### config.mk
export PLATFORM = sky130hd
export DESIGN_NAME = light_sensor_auto_ranging_unit_flat
export DESIGN_NICKNAME = d
export VERILOG_FILES = /design/src/lsar_pkg.sv /design/src/lsar_if.sv /design/src/lsar_scale.sv /design/src/lsar_step.sv /design/src/light_sensor_auto_ranging_unit.sv /design/src/flat_wrapper.sv
export SDC_FILE = /design/constraint.sdc
export NUM_CORES = 1
export LEC_CHECK = 0
export BUFFER_PORTS_ARGS = -buffer_cell sky130_fd_sc_hd__buf_2
export CORE_ASPECT_RATIO = 2
export CORE_MARGIN = 2
export CORE_UTILIZATION = 60
export CTS_BUF_LIST = sky130_fd_sc_hd__clkbuf_4
export DETAILED_ROUTE_END_ITERATION = 7
export PLACE_DENSITY = 0.81
export SETUP_SLACK_MARGIN = 0.1
export SYNTH_ARGS = -nofsm -noshare
export SYNTH_HDL_FRONTEND = slang
export SYNTH_HIERARCHICAL = 1
export SYNTH_SLANG_ARGS = --single-unit
### constraint.sdc
create_clock -name clk -period 18.7 [get_ports clk]
set_input_delay 0.935 -clock clk [delete_from_list [all_inputs] [get_ports clk]]
set_output_delay 0.935 -clock clk [all_outputs]
set_load 0.02 [all_outputs]
### src/lsar_pkg.sv
// Package for the light sensor auto-ranging unit.
// Holds action codes, register indexes, reset values, state and config types.
// No dependencies.
`default_nettype none

package lsar_pkg;

	// Result action codes.
	typedef enum logic [1:0] {
		ACT_SAMPLE   = 2'd0,
		ACT_RECONFIG = 2'd1,
		ACT_PUBLISH  = 2'd2,
		ACT_IGNORED  = 2'd3
	} action_t;

	// Request types of an input beat.
	typedef enum logic {
		REQ_START  = 1'b0,
		REQ_SAMPLE = 1'b1
	} req_t;

	// Configuration register indexes.
	localparam int unsigned CfgIdxW = 3;
	localparam logic [CfgIdxW-1:0] CFG_AUTO_MODE  = 3'd0;
	localparam logic [CfgIdxW-1:0] CFG_START_GAIN = 3'd1;
	localparam logic [CfgIdxW-1:0] CFG_START_TIME = 3'd2;
	localparam logic [CfgIdxW-1:0] CFG_LOW_THR    = 3'd3;
	localparam logic [CfgIdxW-1:0] CFG_HIGH_THR   = 3'd4;
	localparam logic [CfgIdxW-1:0] CFG_ADJ_LIMIT  = 3'd5;

	localparam int unsigned CfgDataW = 20;
	localparam int unsigned CountW   = 20;
	localparam int unsigned RawW     = 16;
	localparam int unsigned LuxW     = 24;
	localparam int unsigned AdjW     = 5;

	// Reset values of the registers.
	localparam logic [CountW-1:0] LOW_THR_RESET  = 20'd1000;
	localparam logic [CountW-1:0] HIGH_THR_RESET = 20'd30000;
	localparam logic [AdjW-1:0]   ADJ_LIMIT_RESET = 5'd15;

	// Range ends of the gain and time indexes.
	localparam logic [1:0]      GAIN_TOP      = 2'd3;
	localparam logic [2:0]      TIME_SHORTEST = 3'd7;
	localparam logic [AdjW-1:0] ADJ_MAX       = 5'd31;

	// Gain factors 100x and 200x reduce to a divide by 25 after a shift.
	// floor(x / 25) = (x * DIV25_MUL) >> DIV25_SHIFT, exact for x below 2**22.
	localparam int unsigned DivInW     = 22;
	localparam int unsigned Div25MulW  = 25;
	localparam int unsigned DIV25_SHIFT = 29;
	localparam logic [Div25MulW-1:0] DIV25_MUL = 25'd21474837;

	typedef struct packed {
		logic              auto_mode;
		logic [1:0]        start_gain;
		logic [2:0]        start_time;
		logic [CountW-1:0] low_thr;
		logic [CountW-1:0] high_thr;
		logic [AdjW-1:0]   adj_limit;
	} cfg_t;

	typedef struct packed {
		logic            active;
		logic [1:0]      gain;
		logic [2:0]      time_idx;
		logic [AdjW-1:0] adj_done;
	} range_state_t;

endpackage

`default_nettype wire

### src/lsar_if.sv
// Channel interfaces of the light sensor auto-ranging unit: valid/ready plus payload.
// Depends on lsar_pkg for field widths.
`default_nettype none

interface lsar_in_if;
	logic                          valid;
	logic                          ready;
	logic                          req_type;
	logic [lsar_pkg::CountW-1:0]   ch1_count;
	logic [lsar_pkg::RawW-1:0]     raw_lux;

	modport source (output valid, req_type, ch1_count, raw_lux, input ready);
	modport sink (input valid, req_type, ch1_count, raw_lux, output ready);
endinterface

interface lsar_out_if;
	logic                          valid;
	logic                          ready;
	logic [1:0]                    action;
	logic [1:0]                    gain_index;
	logic [2:0]                    time_index;
	logic [lsar_pkg::LuxW-1:0]     lux_scaled;
	logic [lsar_pkg::AdjW-1:0]     adjust_count;

	modport source (output valid, action, gain_index, time_index, lux_scaled, adjust_count,
		input ready);
	modport sink (input valid, action, gain_index, time_index, lux_scaled, adjust_count,
		output ready);
endinterface

`default_nettype wire

### src/lsar_scale.sv
// Lux scaling: raw_lux * 256 divided by the gain factor {1,2,100,200}, truncated.
// Depends on lsar_pkg for widths and the divide-by-25 reciprocal.
`default_nettype none

module lsar_scale (
	input  wire logic [1:0]                gain,
	input  wire logic [lsar_pkg::RawW-1:0] raw_lux,
	output logic [lsar_pkg::LuxW-1:0]      lux_scaled
);

	localparam int unsigned ProdW = lsar_pkg::DivInW + lsar_pkg::Div25MulW;

	logic [lsar_pkg::DivInW-1:0] div_in;
	logic [ProdW-1:0]            prod;
	logic [lsar_pkg::LuxW-1:0]   lux_div25;

	// 256/100 = 64/25 and 256/200 = 32/25, so shift first and divide by 25.
	assign div_in = (gain == 2'd2) ? {raw_lux, 6'd0} : {1'b0, raw_lux, 5'd0};
	assign prod   = ProdW'(div_in) * ProdW'(lsar_pkg::DIV25_MUL);
	assign lux_div25 = lsar_pkg::LuxW'(prod[ProdW-1:lsar_pkg::DIV25_SHIFT]);

	// Gains 1x and 2x are plain shifts.
	always_comb begin
		unique case (gain)
			2'd0:    lux_scaled = {raw_lux, 8'd0};
			2'd1:    lux_scaled = {1'b0, raw_lux, 7'd0};
			default: lux_scaled = lux_div25;
		endcase
	end

endmodule

`default_nettype wire

### src/lsar_step.sv
// Ranging decision for one request: next gain, time, count and cycle state, and the action.
// Depends on lsar_pkg for types and codes.
`default_nettype none

module lsar_step (
	input  wire lsar_pkg::cfg_t            cfg,
	input  wire lsar_pkg::range_state_t    cur,
	input  wire logic                      req_type,
	input  wire logic [lsar_pkg::CountW-1:0] ch1_count,
	output lsar_pkg::range_state_t         nxt,
	output lsar_pkg::action_t              action,
	output logic                           use_lux
);

	logic            may_adjust;
	logic            is_low;
	logic            is_high;
	logic            stepped;
	logic [1:0]      gain_adj;
	logic [2:0]      time_adj;
	logic [lsar_pkg::AdjW-1:0] count_inc;

	// A step is tried in auto mode while the limit is not passed; each try counts.
	assign may_adjust = cfg.auto_mode && (cur.adj_done <= cfg.adj_limit);
	assign count_inc  = (cur.adj_done < lsar_pkg::ADJ_MAX) ? cur.adj_done + 1'b1 : cur.adj_done;
	assign is_low     = ch1_count <= cfg.low_thr;
	assign is_high    = !is_low && (ch1_count >= cfg.high_thr);

	// Sensitivity step: gain first, then integration time.
	always_comb begin
		gain_adj = cur.gain;
		time_adj = cur.time_idx;
		stepped  = 1'b0;
		if (is_low) begin
			if (cur.gain < lsar_pkg::GAIN_TOP) begin
				gain_adj = cur.gain + 1'b1;
				stepped  = 1'b1;
			end else if (cur.time_idx != 3'd0) begin
				time_adj = cur.time_idx - 1'b1;
				stepped  = 1'b1;
			end
		end else if (is_high) begin
			if (cur.gain != 2'd0) begin
				gain_adj = cur.gain - 1'b1;
				stepped  = 1'b1;
			end else if (cur.time_idx < lsar_pkg::TIME_SHORTEST) begin
				time_adj = cur.time_idx + 1'b1;
				stepped  = 1'b1;
			end
		end
	end

	// Request handling and state update.
	always_comb begin
		nxt     = cur;
		action  = lsar_pkg::ACT_IGNORED;
		use_lux = 1'b0;
		if (req_type == lsar_pkg::REQ_START) begin
			if (!cur.active) begin
				nxt.active   = 1'b1;
				nxt.gain     = cfg.start_gain;
				nxt.time_idx = cfg.start_time;
				nxt.adj_done = '0;
				action = cfg.auto_mode ? lsar_pkg::ACT_RECONFIG : lsar_pkg::ACT_SAMPLE;
			end
		end else if (cur.active) begin
			use_lux = 1'b1;
			if (may_adjust) begin
				nxt.adj_done = count_inc;
				nxt.gain     = gain_adj;
				nxt.time_idx = time_adj;
			end
			if (may_adjust && stepped) begin
				action = lsar_pkg::ACT_RECONFIG;
			end else begin
				nxt.active = 1'b0;
				action = lsar_pkg::ACT_PUBLISH;
			end
		end
	end

endmodule

`default_nettype wire

### src/light_sensor_auto_ranging_unit.sv
// Top level of the light sensor auto-ranging unit.
// Depends on lsar_pkg, lsar_in_if, lsar_out_if, lsar_step and lsar_scale.
//
// Usage:
// - in_ch carries requests: req_type 0 starts a measurement cycle, 1 delivers a
//   sample (ch1_count, raw_lux). out_ch carries one result beat per request:
//   action, the gain and time indexes to program, lux_scaled and adjust_count.
// - Configuration is written through cfg_we/cfg_index/cfg_wdata while no request
//   is in flight; indexes 0..5 are auto mode, start gain, start time, low and
//   high threshold, adjust limit. Other indexes are dropped.
// - An input beat moves from the input register into the result register when
//   that is free or drained, and the result beat is taken from there.
// - Throughput is one beat per cycle while the receiver does not stall. The
//   ranging state is updated in the same cycle a request moves into the result
//   register, so the next request sees it.
// - When the receiver stalls, the result register holds and the input register
//   still takes one more beat; after that in_ch.ready drops until the result
//   is taken.
// - Reset clears both valid flags, the ranging state (idle, gain 0, time 0,
//   count 0) and loads the register reset values.
`default_nettype none

module light_sensor_auto_ranging_unit (
	input  wire logic                          clk,
	input  wire logic                          arst_n,
	lsar_in_if.sink                            in_ch,
	lsar_out_if.source                         out_ch,
	input  wire logic                          cfg_we,
	input  wire logic [lsar_pkg::CfgIdxW-1:0]  cfg_index,
	input  wire logic [lsar_pkg::CfgDataW-1:0] cfg_wdata
);

	lsar_pkg::cfg_t         cfg_q;
	lsar_pkg::range_state_t state_q;
	lsar_pkg::range_state_t state_nxt;
	lsar_pkg::action_t      action_nxt;
	logic                   use_lux;
	logic [lsar_pkg::LuxW-1:0] lux_nxt;

	logic                          valid_s1;
	logic                          req_type_s1;
	logic [lsar_pkg::CountW-1:0]   ch1_count_s1;
	logic [lsar_pkg::RawW-1:0]     raw_lux_s1;

	logic                          out_valid_q;
	lsar_pkg::action_t             action_q;
	logic [1:0]                    gain_q;
	logic [2:0]                    time_q;
	logic [lsar_pkg::LuxW-1:0]     lux_q;
	logic [lsar_pkg::AdjW-1:0]     adj_q;

	logic advance;
	logic take_in;

	// Handshake: stage 1 moves on whenever the result register is free or drained.
	assign advance  = valid_s1 && (!out_valid_q || out_ch.ready);
	assign in_ch.ready = !valid_s1 || advance;
	assign take_in  = in_ch.valid && in_ch.ready;

	// Configuration registers.
	always_ff @(posedge clk or negedge arst_n) begin
		if (!arst_n) begin
			cfg_q.auto_mode  <= 1'b0;
			cfg_q.start_gain <= 2'd0;
			cfg_q.start_time <= 3'd0;
			cfg_q.low_thr    <= lsar_pkg::LOW_THR_RESET;
			cfg_q.high_thr   <= lsar_pkg::HIGH_THR_RESET;
			cfg_q.adj_limit  <= lsar_pkg::ADJ_LIMIT_RESET;
		end else if (cfg_we) begin
			unique case (cfg_index)
				lsar_pkg::CFG_AUTO_MODE:  cfg_q.auto_mode  <= cfg_wdata[0];
				lsar_pkg::CFG_START_GAIN: cfg_q.start_gain <= cfg_wdata[1:0];
				lsar_pkg::CFG_START_TIME: cfg_q.start_time <= cfg_wdata[2:0];
				lsar_pkg::CFG_LOW_THR:    cfg_q.low_thr    <= cfg_wdata;
				lsar_pkg::CFG_HIGH_THR:   cfg_q.high_thr   <= cfg_wdata;
				lsar_pkg::CFG_ADJ_LIMIT:  cfg_q.adj_limit  <= cfg_wdata[lsar_pkg::AdjW-1:0];
				default: ;
			endcase
		end
	end

	// Input register.
	always_ff @(posedge clk or negedge arst_n) begin
		if (!arst_n) begin
			valid_s1 <= 1'b0;
		end else if (in_ch.ready) begin
			valid_s1 <= in_ch.valid;
		end
	end

	always_ff @(posedge clk) begin
		if (take_in) begin
			req_type_s1  <= in_ch.req_type;
			ch1_count_s1 <= in_ch.ch1_count;
			raw_lux_s1   <= in_ch.raw_lux;
		end
	end

	// Decision logic and lux scaling, using the gain in force for this sample.
	lsar_step u_step (
		.cfg       (cfg_q),
		.cur       (state_q),
		.req_type  (req_type_s1),
		.ch1_count (ch1_count_s1),
		.nxt       (state_nxt),
		.action    (action_nxt),
		.use_lux   (use_lux)
	);

	lsar_scale u_scale (
		.gain       (state_q.gain),
		.raw_lux    (raw_lux_s1),
		.lux_scaled (lux_nxt)
	);

	// Ranging state, updated as a request moves into the result register.
	always_ff @(posedge clk or negedge arst_n) begin
		if (!arst_n) begin
			state_q <= '0;
		end else if (advance) begin
			state_q <= state_nxt;
		end
	end

	// Result register.
	always_ff @(posedge clk or negedge arst_n) begin
		if (!arst_n) begin
			out_valid_q <= 1'b0;
		end else if (advance) begin
			out_valid_q <= 1'b1;
		end else if (out_ch.ready) begin
			out_valid_q <= 1'b0;
		end
	end

	always_ff @(posedge clk) begin
		if (advance) begin
			action_q <= action_nxt;
			gain_q   <= state_nxt.gain;
			time_q   <= state_nxt.time_idx;
			lux_q    <= use_lux ? lux_nxt : '0;
			adj_q    <= state_nxt.adj_done;
		end
	end

	assign out_ch.valid        = out_valid_q;
	assign out_ch.action       = action_q;
	assign out_ch.gain_index   = gain_q;
	assign out_ch.time_index   = time_q;
	assign out_ch.lux_scaled   = lux_q;
	assign out_ch.adjust_count = adj_q;

endmodule

`default_nettype wire

### src/flat_wrapper.sv
// flat-port wrapper written by rule: the top's interface ports become plain ports
module light_sensor_auto_ranging_unit_flat 
  (clk, arst_n, cfg_we, cfg_index, cfg_wdata, in_ch_valid, in_ch_req_type, in_ch_ch1_count, in_ch_raw_lux, in_ch_ready, out_ch_valid, out_ch_action, out_ch_gain_index, out_ch_time_index, out_ch_lux_scaled, out_ch_adjust_count, out_ch_ready);
  lsar_in_if in_ch_i ();
  lsar_out_if out_ch_i ();
  input  wire logic clk;
  input  wire logic arst_n;
  input  wire logic cfg_we;
  input  wire logic [lsar_pkg::CfgIdxW-1:0] cfg_index;
  input  wire logic [lsar_pkg::CfgDataW-1:0] cfg_wdata;
  input wire logic [$bits(in_ch_i.valid)-1:0] in_ch_valid;
  input wire logic [$bits(in_ch_i.req_type)-1:0] in_ch_req_type;
  input wire logic [$bits(in_ch_i.ch1_count)-1:0] in_ch_ch1_count;
  input wire logic [$bits(in_ch_i.raw_lux)-1:0] in_ch_raw_lux;
  output wire logic [$bits(in_ch_i.ready)-1:0] in_ch_ready;
  output wire logic [$bits(out_ch_i.valid)-1:0] out_ch_valid;
  output wire logic [$bits(out_ch_i.action)-1:0] out_ch_action;
  output wire logic [$bits(out_ch_i.gain_index)-1:0] out_ch_gain_index;
  output wire logic [$bits(out_ch_i.time_index)-1:0] out_ch_time_index;
  output wire logic [$bits(out_ch_i.lux_scaled)-1:0] out_ch_lux_scaled;
  output wire logic [$bits(out_ch_i.adjust_count)-1:0] out_ch_adjust_count;
  input wire logic [$bits(out_ch_i.ready)-1:0] out_ch_ready;
  assign in_ch_i.valid = in_ch_valid;
  assign in_ch_i.req_type = in_ch_req_type;
  assign in_ch_i.ch1_count = in_ch_ch1_count;
  assign in_ch_i.raw_lux = in_ch_raw_lux;
  assign in_ch_ready = in_ch_i.ready;
  assign out_ch_valid = out_ch_i.valid;
  assign out_ch_action = out_ch_i.action;
  assign out_ch_gain_index = out_ch_i.gain_index;
  assign out_ch_time_index = out_ch_i.time_index;
  assign out_ch_lux_scaled = out_ch_i.lux_scaled;
  assign out_ch_adjust_count = out_ch_i.adjust_count;
  assign out_ch_i.ready = out_ch_ready;
  light_sensor_auto_ranging_unit u_core (.clk(clk), .arst_n(arst_n), .in_ch(in_ch_i), .out_ch(out_ch_i), .cfg_we(cfg_we), .cfg_index(cfg_index), .cfg_wdata(cfg_wdata));
endmodule
-- Yosys cells after proc, flatten, opt, wreduce, memory -nomap -nowiden
Cells that the tools add are included.
- multipliers: 1
- muxes and demuxes: 33
- reduce and logical (&&, ||, !) cells: 21
- eq/ne operators: 7
- magnitude comparators: 6
- add/sub/neg operators: 5
- operator list (kind ; count):
    $pmux 24 s2 ; 1
    $mul 22x25->47 const B ; 1
    $mux 11 ; 2
    $mux 22 ; 1
    $ge 20x20->1 ; 1
    $le 20x20->1 ; 1
    $mux 10 ; 2
    $mux 3 ; 6
    $mux 2 ; 8
    $mux 1 ; 12
    $reduce_and 2->1 ; 6
    $eq 3x2->1 const B ; 2
    $eq 3x3->1 const B ; 2
    $add 5x1->5 const B ; 1
    $le 5x5->1 ; 1
    $logic_and 1x1->1 ; 5
    $lt 5x5->1 const B ; 1
    $mux 5 ; 1
    $reduce_bool 2->1 ; 2
    $add 3x1->3 const B ; 1
    $eq 3x1->1 const B ; 1
    $logic_not 1->1 ; 3
    $logic_not 3->1 ; 1
    $lt 3x3->1 const B ; 1
    other kinds (9) ; 10
- flip-flop bits (word level): 137
- input port bits: 65
- word-level logic and storage cells: 93

-- Depth between registers and ports, before layout
- depth after elaboration: 9
- mapped depth: 29
- depth with buffers taken out: 26

-- By module
The synthesis kept the hierarchy.
- by module, submodules not included (module ; times used ; cells an instance ; sequential area each (sq um) ; area an instance (sq um)):
    lsar_scale ; 1 ; 895 ; 0.0 ; 8107.8
    light_sensor_auto_ranging_unit ; 1 ; 244 ; 3814.9 ; 4895.9
    lsar_step ; 1 ; 272 ; 0.0 ; 1845.5

-- Least setup slack after synthesis
OpenSTA, ideal clock, no wires.
- kind: flip-flop to flip-flop
- from: reg u_core/state_q[9] (netlist name)
- to: reg u_core.lux_q, in the netlist u_core/out_ch.lux_scaled[15] (data pin)
- setup slack: 11.745 ns
- required time: 18.445 ns
- path buffers: 1
- cell stages (with the launch flop): 23
- library setup time: 0.255 ns
- data arrival time: 6.700 ns
- cells stage by stage: dfrtp_1 > nor2b_1 > buf_2 > mux2i_1 > inv_1 > fa_1 > fa_1 > fa_1 > inv_1 > fa_1 > fa_1 > fa_1 > ha_1 > ha_1 > a21oi_1 > nand2_1 > o41ai_1 > o21ai_0 > nor3_1 > a221oi_2 > xnor2_1 > a21oi_1 > and2_1
- longest elaborated chain between the ends: 4
- elaborated cells between the ends (all ways): 6
- those cells by class: mul (1); eq/ne (2); mux (2); reduce/logical (1)
- RTL lines (what ; line ; RTL):
    start, declared ; light_sensor_auto_ranging_unit.sv:34 ; lsar_pkg::range_state_t state_q;
    start signal, assigned ; light_sensor_auto_ranging_unit.sv:121 ; state_q <= state_nxt;
    $eq 2x2->1 ; lsar_scale.sv:18 ; assign div_in = (gain == 2'd2) ? {raw_lux, 6'd0} : {1'b0, raw_lux, 5'd0};
    $mux 22 ; lsar_scale.sv:18 ;
    $mul 22x25->47 ; lsar_scale.sv:19 ; assign prod = ProdW'(div_in) * ProdW'(lsar_pkg::DIV25_MUL);
    $pmux 24 s2 (*) ; lsar_scale.sv:24 ; unique case (gain)
    via u_core.lux_nxt, one bit ; light_sensor_auto_ranging_unit.sv:38 ; logic [lsar_pkg::LuxW-1:0] lux_nxt;
    end signal, assigned ; light_sensor_auto_ranging_unit.sv:141 ; lux_q <= use_lux ? lux_nxt : '0;
    end, declared ; light_sensor_auto_ranging_unit.sv:49 ; logic [lsar_pkg::LuxW-1:0] lux_q;
Mark *: on every way through the listed nets, which the timed path passes. The rest lies on a longest branch.
A chain may end at the register's enable or synchronous reset.

-- Worst setup path in the final report
- from: reg u_core/state_q[8] (netlist name)
- to: reg u_core.lux_q, in the netlist u_core/out_ch.lux_scaled[15] (data pin)
Same word-level chain as after synthesis.

==> impl_metrics.json <==
{
  "max-slew-margin-rel": 0.372,
  "synthDominantCellAreaShare": 0.222,
  "drv_cap": 0,
  "cts_tree": "done",
  "crit_path_end_kind": "register",
  "antenna_found_initial": 1,
  "fin_setup_tns_ns": 0,
  "syn_area_sq_mm": 0.0148,
  "row_count": 81,
  "holdWs_ns": 0.500,
  "fmaxAchievable_ghz": 0.124,
  "die_w_um": 115,
  "synth-async-reset-ratio": 0.467,
  "drt_iter0_drc": 532,
  "hpwl_um": 33200,
  "cp.required_ns": 19.06,
  "cts_root_buf": "clkbuf_4",
  "area_growth_pct": 7.28,
  "ctsResizeCount": 0,
  "grt_pass1_wl_um": 60800,
  "wl_per_cell_um": 21.2,
  "grtUsageTotal": 0.316,
  "syn-num-nets": 1866,
  "synth.ff_latch_count": 137,
  "cts_made_buffers": 17,
  "postRouteAntennaNets": 0,
  "crit_arrival_ns": 8.40,
  "timing.rr.start": "u_core/state_q[8]",
  "hold_viol": 0,
  "portBuffers": 102,
  "min_period_ns": 8.04,
  "clock_path_buffers": 2,
  "die_area_sq_mm": 0.0261,
  "cts_post_setup_buffers_inserted": 0,
  "setup_violations": 0,
  "grt.overflow.total": 0,
  "worstSkewPairLatency_ns": 0.59,
  "yosysSeqAreaShare": 0.257,
  "fin_skew_ns": 0.0206,
  "path_max_fanout": 38,
  "hold_class": "reg2reg",
  "yosysTopAreaCell": "ha_1",
  "yosysWarnings": 6,
  "synth_edf_count": 73,
  "path_clk_slew_ns": 0.13,
  "hold_buffers": 0,
  "gp_congestion": 1.05,
  "rsz0062_at_grt": "no",
  "initial_utilization": 0.608,
  "slew_viol_final": 0,
  "status": "finished clean",
  "crit_path_start_kind": "register",
  "critPathKind": "reg2reg",
  "drive_above_1_share": 0.165,
  "num_io_pins": 103,
  "min_from": "u_core/cfg_q[6]",
  "coreArea_sq_mm": 0.0244,
  "netlist_top_cells_area": "ha_1 22%, fa_1 17%, edfxtp_1 15%",
  "yosys-top-cells-count": "263 x ha_1, 263 x inv_1, 127 x fa_1",
  "syn_inst": 1411,
  "via_per_inst": 5.89,
  "nets": 1963,
  "min_period_over_period": 0.430,
  "ctsHtreeMaxLevel": 4,
  "cts.sinks": 137,
  "avgSynthCellArea_sq_um": 10.5,
  "die_h_um": 226,
  "pre_cts_ws_ns": 10.70,
  "reg2reg_setup_slack_ns": 10.66,
  "first_global_vias": 11859,
  "drt_wl_total_um": 39400,
  "grt_start_max_net_pins": 65,
  "holdPathEnd": "u_core/cfg_q[6]",
  "synth_cell_types": 82,
  "vias": 10926,
  "r2r_end": "u_core/out_ch.lux_scaled[15]",
  "tightest_slew_ns": 0.941,
  "drt_pass1_iterations": 8,
  "route.detailed.drc": 0,
  "holdPathStages": 1,
  "synth_top_flop_cell": "edfxtp_1",
  "worst_slack_ns": 10.66,
  "r2r_cells": 23
}
[critical path, cell delays in order (launching register included)]
cell and delay (ns):
dfrtp_1 0.37, buf_4 0.26, nor2b_1 0.15, buf_4 0.24
mux2i_1 0.43, inv_1 0.24, fa_1 0.61, fa_1 0.53
fa_1 0.53, inv_1 0.06, fa_1 0.40, fa_1 0.52
fa_1 0.50, ha_1 0.31, ha_1 0.35, a21oi_1 0.33
nand2_1 0.15, o41ai_1 0.49, o21ai_0 0.20, nor3_1 0.56
a221oi_2 0.14, xnor2_1 0.18, a21oi_1 0.08, and2_1 0.17
[cell type report]
class | count | area (sq um)
multi-input cells | 980 | 9890
fillers | 1962 | 8490
flip-flops and latches | 137 | 3810
inverters | 263 | 987
repair buffers | 109 | 563
well taps | 332 | 415
clock buffers | 18 | 135
clock inverters | 14 | 126
diodes | 1 | 2.50
[state kept, by name (all words and copies together) (netlist names)]
| signal | count |
|---|---|
| u_core/cfg_q | 51 |
| u_core/out_ch.lux_scaled | 24 |
| u_core/ch1_count_s1 | 20 |
| u_core/raw_lux_s1 | 16 |
| u_core/state_q | 11 |
| u_core/out_ch.adjust_count | 5 |
| u_core/out_ch.time_index | 3 |
| u_core/out_ch.action | 2 |
| u_core/out_ch.gain_index | 2 |
| u_core/out_ch.valid | 1 |
| u_core/req_type_s1 | 1 |
| u_core/valid_s1 | 1 |
[cells in the final DEF, fill, tap and decap left out, types with 5 or more instances in the layout]
| cell type | n |
|---|---|
| o31ai_1 | 5 |
| ha_1 | 263 |
| nor3b_1 | 5 |
| nand2b_1 | 6 |
| and3_1 | 8 |
| mux2i_1 | 13 |
| inv_1 | 263 |
| o21ai_1 | 5 |
| nand3_1 | 22 |
| nor2b_1 | 16 |
| nor3_1 | 16 |
| fa_1 | 127 |
| a31oi_1 | 7 |
| nor2_1 | 48 |
| buf_4 | 7 |
| o21ai_0 | 20 |
| o21a_1 | 5 |
| a21o_1 | 19 |
| nand2_1 | 92 |
| mux2_2 | 43 |
| clkbuf_4 | 18 |
| or2_2 | 7 |
| dfstp_2 | 17 |
| and2_1 | 33 |
| dfrtp_1 | 47 |
| a211oi_1 | 13 |
| a21oi_1 | 60 |
| edfxtp_1 | 73 |
| xnor2_1 | 8 |
| nand4_1 | 13 |
| xor2_1 | 8 |
| mux2_4 | 20 |
| o21bai_1 | 7 |
| buf_2 | 102 |
[layer usage]
layer | part of all wire | track usage | vias up
li1 | - | - | 5021
met1 | 0.30 | 0.274 | 5334
met2 | 0.57 | 0.613 | 404
met3 | 0.033 | 0.0417 | 167
met4 | 0.096 | 0.260 | 0
met5 | 0 | 0 | -
[worst max path at each step]
stage          depth (start not counted)  slack (ns)                            to         startpoint
4_1_cts                               23       10.72  u_core/out_ch.lux_scaled[15]  u_core/state_q[8]
3_3_place_gp                          24       10.90  u_core/out_ch.lux_scaled[17]  u_core/state_q[8]
6_report                              23       10.66  u_core/out_ch.lux_scaled[15]  u_core/state_q[8]
2_1_floorplan                         22       11.75  u_core/out_ch.lux_scaled[15]  u_core/state_q[9]
3_5_place_dp                          23       10.70  u_core/out_ch.lux_scaled[15]  u_core/state_q[8]
5_1_grt                               23       10.16  u_core/out_ch.lux_scaled[15]  u_core/state_q[8]
[cells by family (layout without fill, tap and decap cells)]
group	after synthesis	count (layout)	synth area share
AOI/OAI and AO/OA	192	192	0.0913
and+or+nand+nor	305	305	0.110
adders and majority gates	390	390	0.393
xor gates and xnor gates	16	16	0.00944
DFF	137	137	0.257
muxes	77	77	0.0624
other	0	1	0
buffers and inverters	294	404	0.0774
[through the flow]
stage | util | area [sq um] | cells
final | 0.652 | 15900 | 1854
after floorplan | - | 14800 | 1411
after global routing | 0.652 | 15900 | 1854
after CTS | 0.652 | 15900 | 1853
after global placement | 0.641 | 15700 | 1821
after detailed placement | 0.641 | 15700 | 1821
Power is left out: the tool's default activity adds up to more than one toggle a clock period on the data nets, which glitch-free logic cannot reach.
